<file path="src/rtl/nlr_pkg.sv">
// Shared types and constants for the numeric literal recognizer.
package nlr_pkg;

  // Character codes
  localparam logic [7:0] CH_NUL   = 8'h00;
  localparam logic [7:0] CH_MINUS = 8'h2D;
  localparam logic [7:0] CH_PLUS  = 8'h2B;
  localparam logic [7:0] CH_DOT   = 8'h2E;
  localparam logic [7:0] CH_LOW_E = 8'h65;
  localparam logic [7:0] CH_UP_E  = 8'h45;
  localparam logic [7:0] CH_ZERO  = 8'h30;
  localparam logic [7:0] CH_NINE  = 8'h39;
  localparam logic [7:0] CH_TAB   = 8'h09;
  localparam logic [7:0] CH_CR    = 8'h0D;
  localparam logic [7:0] CH_SPACE = 8'h20;

  // Register indexes
  localparam int unsigned       NUM_REGS      = 6;
  localparam int unsigned       REG_IDX_W     = 3;
  localparam logic [REG_IDX_W-1:0] REG_KIND   = 3'd0;
  localparam logic [REG_IDX_W-1:0] REG_USE_DL = 3'd1;
  localparam logic [REG_IDX_W-1:0] REG_DL_A   = 3'd2;
  localparam logic [REG_IDX_W-1:0] REG_DL_B   = 3'd3;
  localparam logic [REG_IDX_W-1:0] REG_DL_C   = 3'd4;
  localparam logic [REG_IDX_W-1:0] REG_DL_D   = 3'd5;

  // Depth of the queue between classifier and scanner
  localparam int unsigned QUEUE_DEPTH_DEF = 2;

  // Configuration registers
  typedef struct packed {
    logic       number_kind;
    logic       use_delimiters;
    logic [7:0] delimiter_a;
    logic [7:0] delimiter_b;
    logic [7:0] delimiter_c;
    logic [7:0] delimiter_d;
  } cfg_t;

  // Classified character, one per item
  typedef struct packed {
    logic start;
    logic ws;
    logic dig;
    logic sign;
    logic dot;
    logic expo;
    logic ends;
  } cls_t;

endpackage

</file>
<file path="src/rtl/nlr_classify.sv">
// Front end: turns one character into its class flags.
module nlr_classify import nlr_pkg::*; (
  input  logic [7:0] character,
  input  logic       word_start,
  input  cfg_t       cfg,
  output cls_t       cls
);

  logic dl_hit;

  // A zero delimiter never matches, NUL always ends a word
  always_comb begin
    dl_hit = (cfg.delimiter_a != CH_NUL && character == cfg.delimiter_a) ||
             (cfg.delimiter_b != CH_NUL && character == cfg.delimiter_b) ||
             (cfg.delimiter_c != CH_NUL && character == cfg.delimiter_c) ||
             (cfg.delimiter_d != CH_NUL && character == cfg.delimiter_d);
    cls.start = word_start;
    cls.ws    = (character == CH_SPACE) || (character >= CH_TAB && character <= CH_CR);
    cls.dig   = (character >= CH_ZERO) && (character <= CH_NINE);
    cls.sign  = (character == CH_PLUS) || (character == CH_MINUS);
    cls.dot   = (character == CH_DOT);
    cls.expo  = (character == CH_LOW_E) || (character == CH_UP_E);
    cls.ends  = (character == CH_NUL) || (cfg.use_delimiters && dl_hit);
  end

endmodule

</file>
<file path="src/rtl/nlr_queue.sv">
// Short queue of classified items between front and back.
module nlr_queue import nlr_pkg::*; #(
  parameter int unsigned DEPTH = QUEUE_DEPTH_DEF
) (
  input  logic clk,
  input  logic rst,
  input  logic push,
  input  cls_t push_data,
  output logic full,
  input  logic pop,
  output logic nonempty,
  output cls_t pop_data
);

  localparam int unsigned PW = $clog2(DEPTH);
  localparam int unsigned CW = $clog2(DEPTH + 1);

  cls_t          mem [DEPTH];
  logic [PW-1:0] wr_ptr;
  logic [PW-1:0] rd_ptr;
  logic [CW-1:0] count;

  assign full     = (count == CW'(DEPTH));
  assign nonempty = (count != '0);
  assign pop_data = mem[rd_ptr];

  // Storage
  always_ff @(posedge clk) begin
    if (push) begin
      mem[wr_ptr] <= push_data;
    end
  end

  // Pointers and fill count
  always_ff @(posedge clk) begin
    if (rst) begin
      wr_ptr <= '0;
      rd_ptr <= '0;
      count  <= '0;
    end else begin
      if (push) begin
        wr_ptr <= (wr_ptr == PW'(DEPTH - 1)) ? '0 : wr_ptr + 1'b1;
      end
      if (pop) begin
        rd_ptr <= (rd_ptr == PW'(DEPTH - 1)) ? '0 : rd_ptr + 1'b1;
      end
      if (push && !pop) begin
        count <= count + 1'b1;
      end else if (pop && !push) begin
        count <= count - 1'b1;
      end
    end
  end

`ifndef ASSERT_OFF
  a_no_overflow: assert property (@(posedge clk) disable iff (rst)
    push |-> (!full || pop))
    else $error("queue written while full");
  a_no_underflow: assert property (@(posedge clk) disable iff (rst)
    pop |-> nonempty)
    else $error("queue read while empty");
  a_count_range: assert property (@(posedge clk) disable iff (rst)
    count <= CW'(DEPTH))
    else $error("queue count out of range");
`endif

endmodule

</file>
<file path="src/rtl/nlr_scan.sv">
// Back end: scan state machine and registered result.
module nlr_scan import nlr_pkg::*; (
  input  logic clk,
  input  logic rst,
  input  logic number_kind,
  input  logic q_nonempty,
  input  cls_t q_data,
  output logic q_pop,
  output logic out_valid,
  input  logic out_ready,
  output logic out_done,
  output logic out_ok
);

  localparam logic [2:0] PH_LEAD    = 3'd0;
  localparam logic [2:0] PH_SIGN    = 3'd1;
  localparam logic [2:0] PH_INT     = 3'd2;
  localparam logic [2:0] PH_FRAC    = 3'd3;
  localparam logic [2:0] PH_EXPWS   = 3'd4;
  localparam logic [2:0] PH_EXPSIGN = 3'd5;
  localparam logic [2:0] PH_EXPDIG  = 3'd6;
  localparam logic [2:0] PH_BAD     = 3'd7;

  logic [2:0] phase, phase_next, ph;
  logic       mseen, mseen_next, ms;
  logic       done, done_next, dn;
  logic       ok, ok_next, okv;

  assign q_pop = q_nonempty && (!out_valid || out_ready);

  // Next scan state for the item at the head of the queue
  always_comb begin
    ph  = q_data.start ? PH_LEAD : phase;
    ms  = q_data.start ? 1'b0 : mseen;
    dn  = q_data.start ? 1'b0 : done;
    okv = q_data.start ? 1'b0 : ok;
    phase_next = ph;
    mseen_next = ms;
    done_next  = dn;
    ok_next    = okv;
    if (!dn) begin
      unique case (ph)
        PH_LEAD, PH_SIGN: begin
          if (ph == PH_LEAD && q_data.ws) begin
            phase_next = PH_LEAD;
          end else if (ph == PH_LEAD && q_data.sign) begin
            phase_next = PH_SIGN;
          end else if (q_data.dig) begin
            mseen_next = 1'b1;
            phase_next = PH_INT;
          end else if (number_kind && q_data.dot) begin
            phase_next = PH_FRAC;
          end else begin
            done_next = 1'b1;
            ok_next   = 1'b0;
          end
        end
        PH_INT: begin
          if (q_data.dig) begin
            mseen_next = 1'b1;
          end else if (number_kind && q_data.dot) begin
            phase_next = PH_FRAC;
          end else if (number_kind && q_data.expo) begin
            phase_next = PH_EXPWS;
          end else begin
            done_next = 1'b1;
            ok_next   = q_data.ends;
          end
        end
        PH_FRAC: begin
          if (q_data.dig) begin
            mseen_next = 1'b1;
          end else if (!ms) begin
            done_next = 1'b1;
            ok_next   = 1'b0;
          end else if (q_data.expo) begin
            phase_next = PH_EXPWS;
          end else begin
            done_next = 1'b1;
            ok_next   = q_data.ends;
          end
        end
        PH_EXPWS: begin
          if (q_data.ws) begin
            phase_next = PH_EXPWS;
          end else if (q_data.sign) begin
            phase_next = PH_EXPSIGN;
          end else if (q_data.dig) begin
            phase_next = PH_EXPDIG;
          end else begin
            done_next = 1'b1;
            ok_next   = 1'b0;
          end
        end
        PH_EXPSIGN: begin
          if (q_data.dig) begin
            phase_next = PH_EXPDIG;
          end else begin
            done_next = 1'b1;
            ok_next   = 1'b0;
          end
        end
        PH_EXPDIG: begin
          if (!q_data.dig) begin
            done_next = 1'b1;
            ok_next   = q_data.ends;
          end
        end
        default: begin
          done_next = 1'b1;
          ok_next   = 1'b0;
        end
      endcase
    end
  end

  // Scan state
  always_ff @(posedge clk) begin
    if (rst) begin
      phase <= PH_LEAD;
      mseen <= 1'b0;
      done  <= 1'b0;
      ok    <= 1'b0;
    end else if (q_pop) begin
      phase <= phase_next;
      mseen <= mseen_next;
      done  <= done_next;
      ok    <= ok_next;
    end
  end

  // Output register; is_number reads zero until decided
  always_ff @(posedge clk) begin
    if (rst) begin
      out_valid <= 1'b0;
    end else if (q_pop) begin
      out_valid <= 1'b1;
    end else if (out_ready) begin
      out_valid <= 1'b0;
    end
  end

  always_ff @(posedge clk) begin
    if (q_pop) begin
      out_done <= done_next;
      out_ok   <= done_next && ok_next;
    end
  end

`ifndef ASSERT_OFF
  a_ok_needs_done: assert property (@(posedge clk) disable iff (rst)
    out_valid |-> (!out_ok || out_done))
    else $error("verdict shown before it is settled");
  a_verdict_held: assert property (@(posedge clk) disable iff (rst)
    (q_pop && done && !q_data.start) |=> (out_done && out_ok == $past(ok)))
    else $error("settled verdict changed within a word");
  a_int_has_digit: assert property (@(posedge clk) disable iff (rst)
    (phase == PH_INT) |-> mseen)
    else $error("integer phase without a mantissa digit");
  a_no_bad_phase: assert property (@(posedge clk) disable iff (rst)
    phase != PH_BAD)
    else $error("scan phase took the unused code");
`endif

endmodule

</file>
<file path="src/rtl/numeric_literal_recognizer.sv">
// Top level: configuration registers, classifier, queue and scanner.
//
// Checks, character by character, whether each word is a numeric literal.
// Input stream: s_tdata carries one character, s_tuser flags the first
// character of a word. Output stream: one result per character, m_tdata
// bit 0 = decided, bit 1 = is_number (zero until decided).
// The APB port holds number_kind, use_delimiters and four delimiters at
// byte addresses 0, 4, ..., 20; write them only while the stream is idle.
// A character is classified into the queue when it is taken, and the scan
// step then loads its result from the queue into the output register; a low
// m_tready can stall it in the queue between the two. Throughput: one character
// per cycle while m_tready is high, set by the single scan step per cycle.
// When m_tready is low the result holds in the output register and the
// queue absorbs up to QUEUE_DEPTH further characters before s_tready drops.
// Reset (rst, synchronous) empties the queue, drops m_tvalid, restores the
// register defaults (floating-point format, no delimiters) and starts the
// scan as if a word began.
module numeric_literal_recognizer import nlr_pkg::*; #(
  parameter int unsigned QUEUE_DEPTH = QUEUE_DEPTH_DEF
) (
  input  logic        clk,
  input  logic        rst,
  // APB configuration
  input  logic        psel,
  input  logic        penable,
  input  logic        pwrite,
  input  logic [4:0]  paddr,
  input  logic [31:0] pwdata,
  output logic [31:0] prdata,
  output logic        pready,
  // Input stream
  input  logic        s_tvalid,
  output logic        s_tready,
  input  logic [7:0]  s_tdata,   // [7:0] character
  input  logic        s_tuser,   // [0] word_start
  // Output stream
  output logic        m_tvalid,
  input  logic        m_tready,
  output logic [7:0]  m_tdata    // [0] decided, [1] is_number, [7:2] zero
);

  cfg_t                 cfg;
  cls_t                 cls;
  cls_t                 q_data;
  logic                 q_full;
  logic                 q_nonempty;
  logic                 q_pop;
  logic                 push;
  logic                 wr_en;
  logic [REG_IDX_W-1:0] reg_idx;
  logic                 out_done;
  logic                 out_ok;

  assign pready  = 1'b1;
  assign reg_idx = paddr[4:2];
  assign wr_en   = psel && penable && pwrite && pready;

  // Register writes; unlisted indexes are dropped
  always_ff @(posedge clk) begin
    if (rst) begin
      cfg.number_kind    <= 1'b1;
      cfg.use_delimiters <= 1'b0;
      cfg.delimiter_a    <= '0;
      cfg.delimiter_b    <= '0;
      cfg.delimiter_c    <= '0;
      cfg.delimiter_d    <= '0;
    end else if (wr_en) begin
      unique case (reg_idx)
        REG_KIND:   cfg.number_kind    <= pwdata[0];
        REG_USE_DL: cfg.use_delimiters <= pwdata[0];
        REG_DL_A:   cfg.delimiter_a    <= pwdata[7:0];
        REG_DL_B:   cfg.delimiter_b    <= pwdata[7:0];
        REG_DL_C:   cfg.delimiter_c    <= pwdata[7:0];
        REG_DL_D:   cfg.delimiter_d    <= pwdata[7:0];
        default: ;
      endcase
    end
  end

  // Register reads
  always_comb begin
    unique case (reg_idx)
      REG_KIND:   prdata = {31'b0, cfg.number_kind};
      REG_USE_DL: prdata = {31'b0, cfg.use_delimiters};
      REG_DL_A:   prdata = {24'b0, cfg.delimiter_a};
      REG_DL_B:   prdata = {24'b0, cfg.delimiter_b};
      REG_DL_C:   prdata = {24'b0, cfg.delimiter_c};
      REG_DL_D:   prdata = {24'b0, cfg.delimiter_d};
      default:    prdata = '0;
    endcase
  end

  // Front end
  assign s_tready = !q_full;
  assign push     = s_tvalid && s_tready;

  nlr_classify u_classify (
    .character  (s_tdata),
    .word_start (s_tuser),
    .cfg        (cfg),
    .cls        (cls)
  );

  nlr_queue #(
    .DEPTH (QUEUE_DEPTH)
  ) u_queue (
    .clk       (clk),
    .rst       (rst),
    .push      (push),
    .push_data (cls),
    .full      (q_full),
    .pop       (q_pop),
    .nonempty  (q_nonempty),
    .pop_data  (q_data)
  );

  // Back end
  nlr_scan u_scan (
    .clk         (clk),
    .rst         (rst),
    .number_kind (cfg.number_kind),
    .q_nonempty  (q_nonempty),
    .q_data      (q_data),
    .q_pop       (q_pop),
    .out_valid   (m_tvalid),
    .out_ready   (m_tready),
    .out_done    (out_done),
    .out_ok      (out_ok)
  );

  assign m_tdata = {6'b0, out_ok, out_done};

endmodule
</file>
<file path="config.mk">
export PLATFORM = sky130hd
export DESIGN_NAME = numeric_literal_recognizer
export DESIGN_NICKNAME = d
export VERILOG_FILES = /design/src/rtl/nlr_pkg.sv /design/src/rtl/nlr_classify.sv /design/src/rtl/nlr_queue.sv /design/src/rtl/nlr_scan.sv /design/src/rtl/numeric_literal_recognizer.sv
export SDC_FILE = /design/constraint.sdc
export NUM_CORES = 1
export LEC_CHECK = 0
export CORE_ASPECT_RATIO = 1.1
export CORE_MARGIN = 2
export CORE_UTILIZATION = 55
export DETAILED_ROUTE_END_ITERATION = 6
export DONT_BUFFER_PORTS = 1
export PLACE_DENSITY = 0.7
export SLEW_MARGIN = 25
export SYNTH_ARGS = -nofsm -noshare
export SYNTH_HDL_FRONTEND = slang
export SYNTH_SLANG_ARGS = --single-unit
</file>
<file path="constraint.sdc">
create_clock -name clk -period 2.5 [get_ports clk]
set_input_delay 0.375 -clock clk [delete_from_list [all_inputs] [get_ports clk]]
set_output_delay 0.375 -clock clk [all_outputs]
set_load 0.01 [all_outputs]
</file>
==> results.ini <==
[synth]
synthesis.area_um2 = 3889
yosys.area_share.simple_pct = 18.47
synth_flop_cell = dfxtp_1
muxShareOfSynthArea_pct = 12.52
yosysWarnings = 0
synthCells = 436
synth_top_cell_area_share_pct = 23.68
synth.avg_cell_area_um2 = 8.919
synthArstFlopShare_pct = 0
yosys-top-cells-area = dfxtp_1 24%, edfxtp_1 12%, mux2i_1 11%
ys_ff_latch = 62
synth-compound-area-share_pct = 14.70
ys_seq_area_share_pct = 36.04
synth_cell_types = 63
synth_top_family_by_area = simple AND/OR/NAND/NOR gates
synth_edf_count = 16
synth-xor-area-share_pct = 7.658
yosysTopAreaCell = dfxtp_1
synthAdderAreaFrac_pct = 0.3218

[critical_path]
r2r-end = u_scan.out_ok$_DFFE_PP_
worstRegToRegCells = 7
arrival_ns = 2.41
max_stage_delay_ns = 0.53
path_common_cell = nand2_1
cp_max_fo = 14
cp_cell_sequence = buf_4, mux2_4, nand2_1, nand2_1, and3_1, o41ai_1, a21oi_1
end_kind = flop
critical_path_class = reg2reg
cp.required_ns = 2.58
start_kind = flop
r2r_slack_ns = 0.17
crit_path_top_delay_cell = dfxtp_1
crit_path_end = u_scan.out_ok$_DFFE_PP_

[clock_tree]
cts_buffers = 9
cts_root_buf = clkbuf_8
cts_htree_levels = 3
cts.path.max_buffers = 2
insertion_delay_ns = 0.35
post_cts_buffers = 0
cts_resized = 0
clk_pin_slew_ns = 0.07
postCtsHoldBufs = 0
numClockSinks = 62
cts_tree = yes

[die]
die-height_um = 92.19
coreArea_um2 = 6927
start_util_pct = 56.14
dieArea_um2 = 7760
ios = 96
num_rows = 32
die_width_um = 84.17

[global_route]
grt.total_usage_pct = 23.39
grt_max_degree = 48
grt_pass1_wl_mm = 14.21
antenna_found_initial = 0
grt_pass1_vias = 2868
gr-total-overflow = 0

[place]
dp.cells = 494
port_buffers = 0
post_dp_cell_area_um2 = 3779
gp_congestion = 0.9400
dp_hpwl_mm = 6.560

[sta]
drv_slew = 0
maxSlewHeadroom_pct = 58.21
period_needed_ns = 2.326
finClkSkew_ns = 0.008385
setup_tns_ns = 0
max_freq_ghz = 0.4299
finalHoldViolations = 0
min_period_over_period_pct = 93.04
rsz0062_at_grt = false
finalSetupViolCount = 0
worst_slew_pin_slew_ns = 0.6262

[layout]
layout.cells.non_filler = 510
multi_input_area_um2 = 2203
num_antenna_cells = 0
drive_gt1_share_pct = 7.294
final_nets = 474
final_util_pct = 58.00
nFillCells = 647
syn2layout_area_growth_pct = 3.314
ff_latch_area_um2 = 1401
design_area_um2 = 4018

[route]
vias_per_cell = 6.059
drt_iter0_drc = 141
post_drt_wl_per_cell_um = 17.49
route.vias.total = 3090
drc_errors = 0
drtPass1Iterations = 5
wl_mm = 8.922
drtAntennaViolNets = 0

[worst_hold_path]
min_path_cells = 1
min_path_type = in2reg

[pwr]
ir_drop_mv = 0.4797
power.density_nw_per_um2 = 822.6
p_leak_nw = 1.393

[status]
status = complete, no violations

[job]
drv_cap = 0

[metal layers]
metal | track usage [%] | share of wire (%) | vias to the layer above
met5 | 0 | 0 | -
met4 | 10.08 | 2.2 | 0
met3 | 8.191 | 6.5 | 17
met2 | 39.55 | 51 | 115
met1 | 26.61 | 40 | 1475
li1 | - | - | 1483
[sequential cells by signal, summed over array words and instances, names as in the netlist, named ones only]
register,flops
u_scan.phase,3
u_scan.out_ok,1
u_scan.out_done,1
u_scan.out_valid,1
u_queue.rd_ptr,1
u_scan.mseen,1
u_queue.mem,14
u_queue.count,2
u_scan.done,1
u_scan.ok,1
cfg,34
u_queue.wr_ptr,1
[worst max-delay path: cells and delay by family (launching register included)]
| kind | cells | cell delay [ns] |
|---|---|---|
| AOI/OAI and AO/OA | 2 | 0.65 |
| muxes | 1 | 0.32 |
| and+or+nand+nor | 3 | 0.30 |
| buffers and inverters | 1 | 0.27 |
| DFF | 1 | 0.53 |
[cell type report]
cell class	count	share of cell area [%]
sequential	62	34.88
clock inverter	4	2.336
tap	85	2.647
clock buffer	12	3.613
inverter	8	0.7474
timing repair buffer	5	0.9343
multi-input combinational	334	54.84
[placed cells by master (no fill, tap or decap), types with 3 or more instances in the layout]
| cell type | netlist | routed |
|---|---|---|
| a21oi_1 | 21 | 21 |
| a221oi_1 | 6 | 6 |
| a22oi_1 | 4 | 4 |
| a31oi_1 | 6 | 6 |
| buf_4 | 33 | 5 |
| bufinv_16 | 0 | 3 |
| clkbuf_8 | 0 | 10 |
| conb_1 | 2 | 31 |
| dfxtp_1 | 46 | 46 |
| edfxtp_1 | 16 | 16 |
| inv_1 | 7 | 7 |
| mux2_4 | 3 | 3 |
| mux2i_1 | 43 | 43 |
| nand2_1 | 17 | 17 |
| nand2b_1 | 11 | 11 |
| nand3_1 | 6 | 6 |
| nand3b_1 | 3 | 3 |
| nand4_1 | 7 | 7 |
| nor2_1 | 52 | 52 |
| nor2b_1 | 3 | 3 |
| nor3_1 | 12 | 12 |
| nor4_1 | 12 | 12 |
| o21ai_0 | 11 | 11 |
| o22ai_1 | 5 | 5 |
| o32a_1 | 3 | 3 |
| or3_1 | 3 | 3 |
| xnor2_1 | 16 | 16 |
| xor2_1 | 18 | 18 |
[cells in the mapped netlist (7+ instances only)]
| library cell | n |
|---|---|
| xnor2_1 | 16 |
| nor2_1 | 52 |
| o21ai_0 | 11 |
| edfxtp_1 | 16 |
| nor4_1 | 12 |
| mux2i_1 | 43 |
| nand2_1 | 17 |
| a21oi_1 | 21 |
| nand2b_1 | 11 |
| inv_1 | 7 |
| xor2_1 | 18 |
| buf_4 | 33 |
| dfxtp_1 | 46 |
| clkbuf_1 | 19 |
| nand4_1 | 7 |
| nor3_1 | 12 |
[where the power goes]
group | switching, mW | internal [mW] | total (mW)
Clock | 0.381 | 0.687 | 1.07
Sequential | 0.178 | 1.17 | 1.34
Combinational | 0.515 | 0.378 | 0.893
Total | 1.07 | 2.23 | 3.31
[stage by stage]
step	total power [mW]	hold slack [ns]	setup WS, ns
after floorplan	2.150	0.4493	0.5287
after global placement	2.225	0.4447	0.2070
after detailed placement	2.251	0.4470	0.1617
after CTS	3.321	0.07034	0.1624
after global routing	3.479	0.06679	0.04716
final	3.305	0.1002	0.1740
[logic make-up (layout without fill, tap and decap cells)]
kind of cell             Yosys count  count (layout)
flip-flops                        62              62
multiplexers                      47              47
adder cells (fa/ha/maj)            1               1
AO/OA/AOI/OAI                     81              81
XOR/XNOR                          34              34
AND/OR/NAND/NOR                  140             140
buffers and inverters             69              29
other                              2              31
[worst min path at each step]
stage / from / end
after floorplan: cfg[32]$_SDFFE_PP0P_ / cfg[32]$_SDFFE_PP0P_
after global placement: rst / u_scan.done$_SDFFE_PP0P_
after detailed placement: rst / u_scan.done$_SDFFE_PP0P_
after CTS: rst / u_scan.done$_SDFFE_PP0P_
after global routing: rst / u_scan.done$_SDFFE_PP0P_
final: rst / u_scan.done$_SDFFE_PP0P_
No activity file was read; power rests on OpenSTA's default activity.
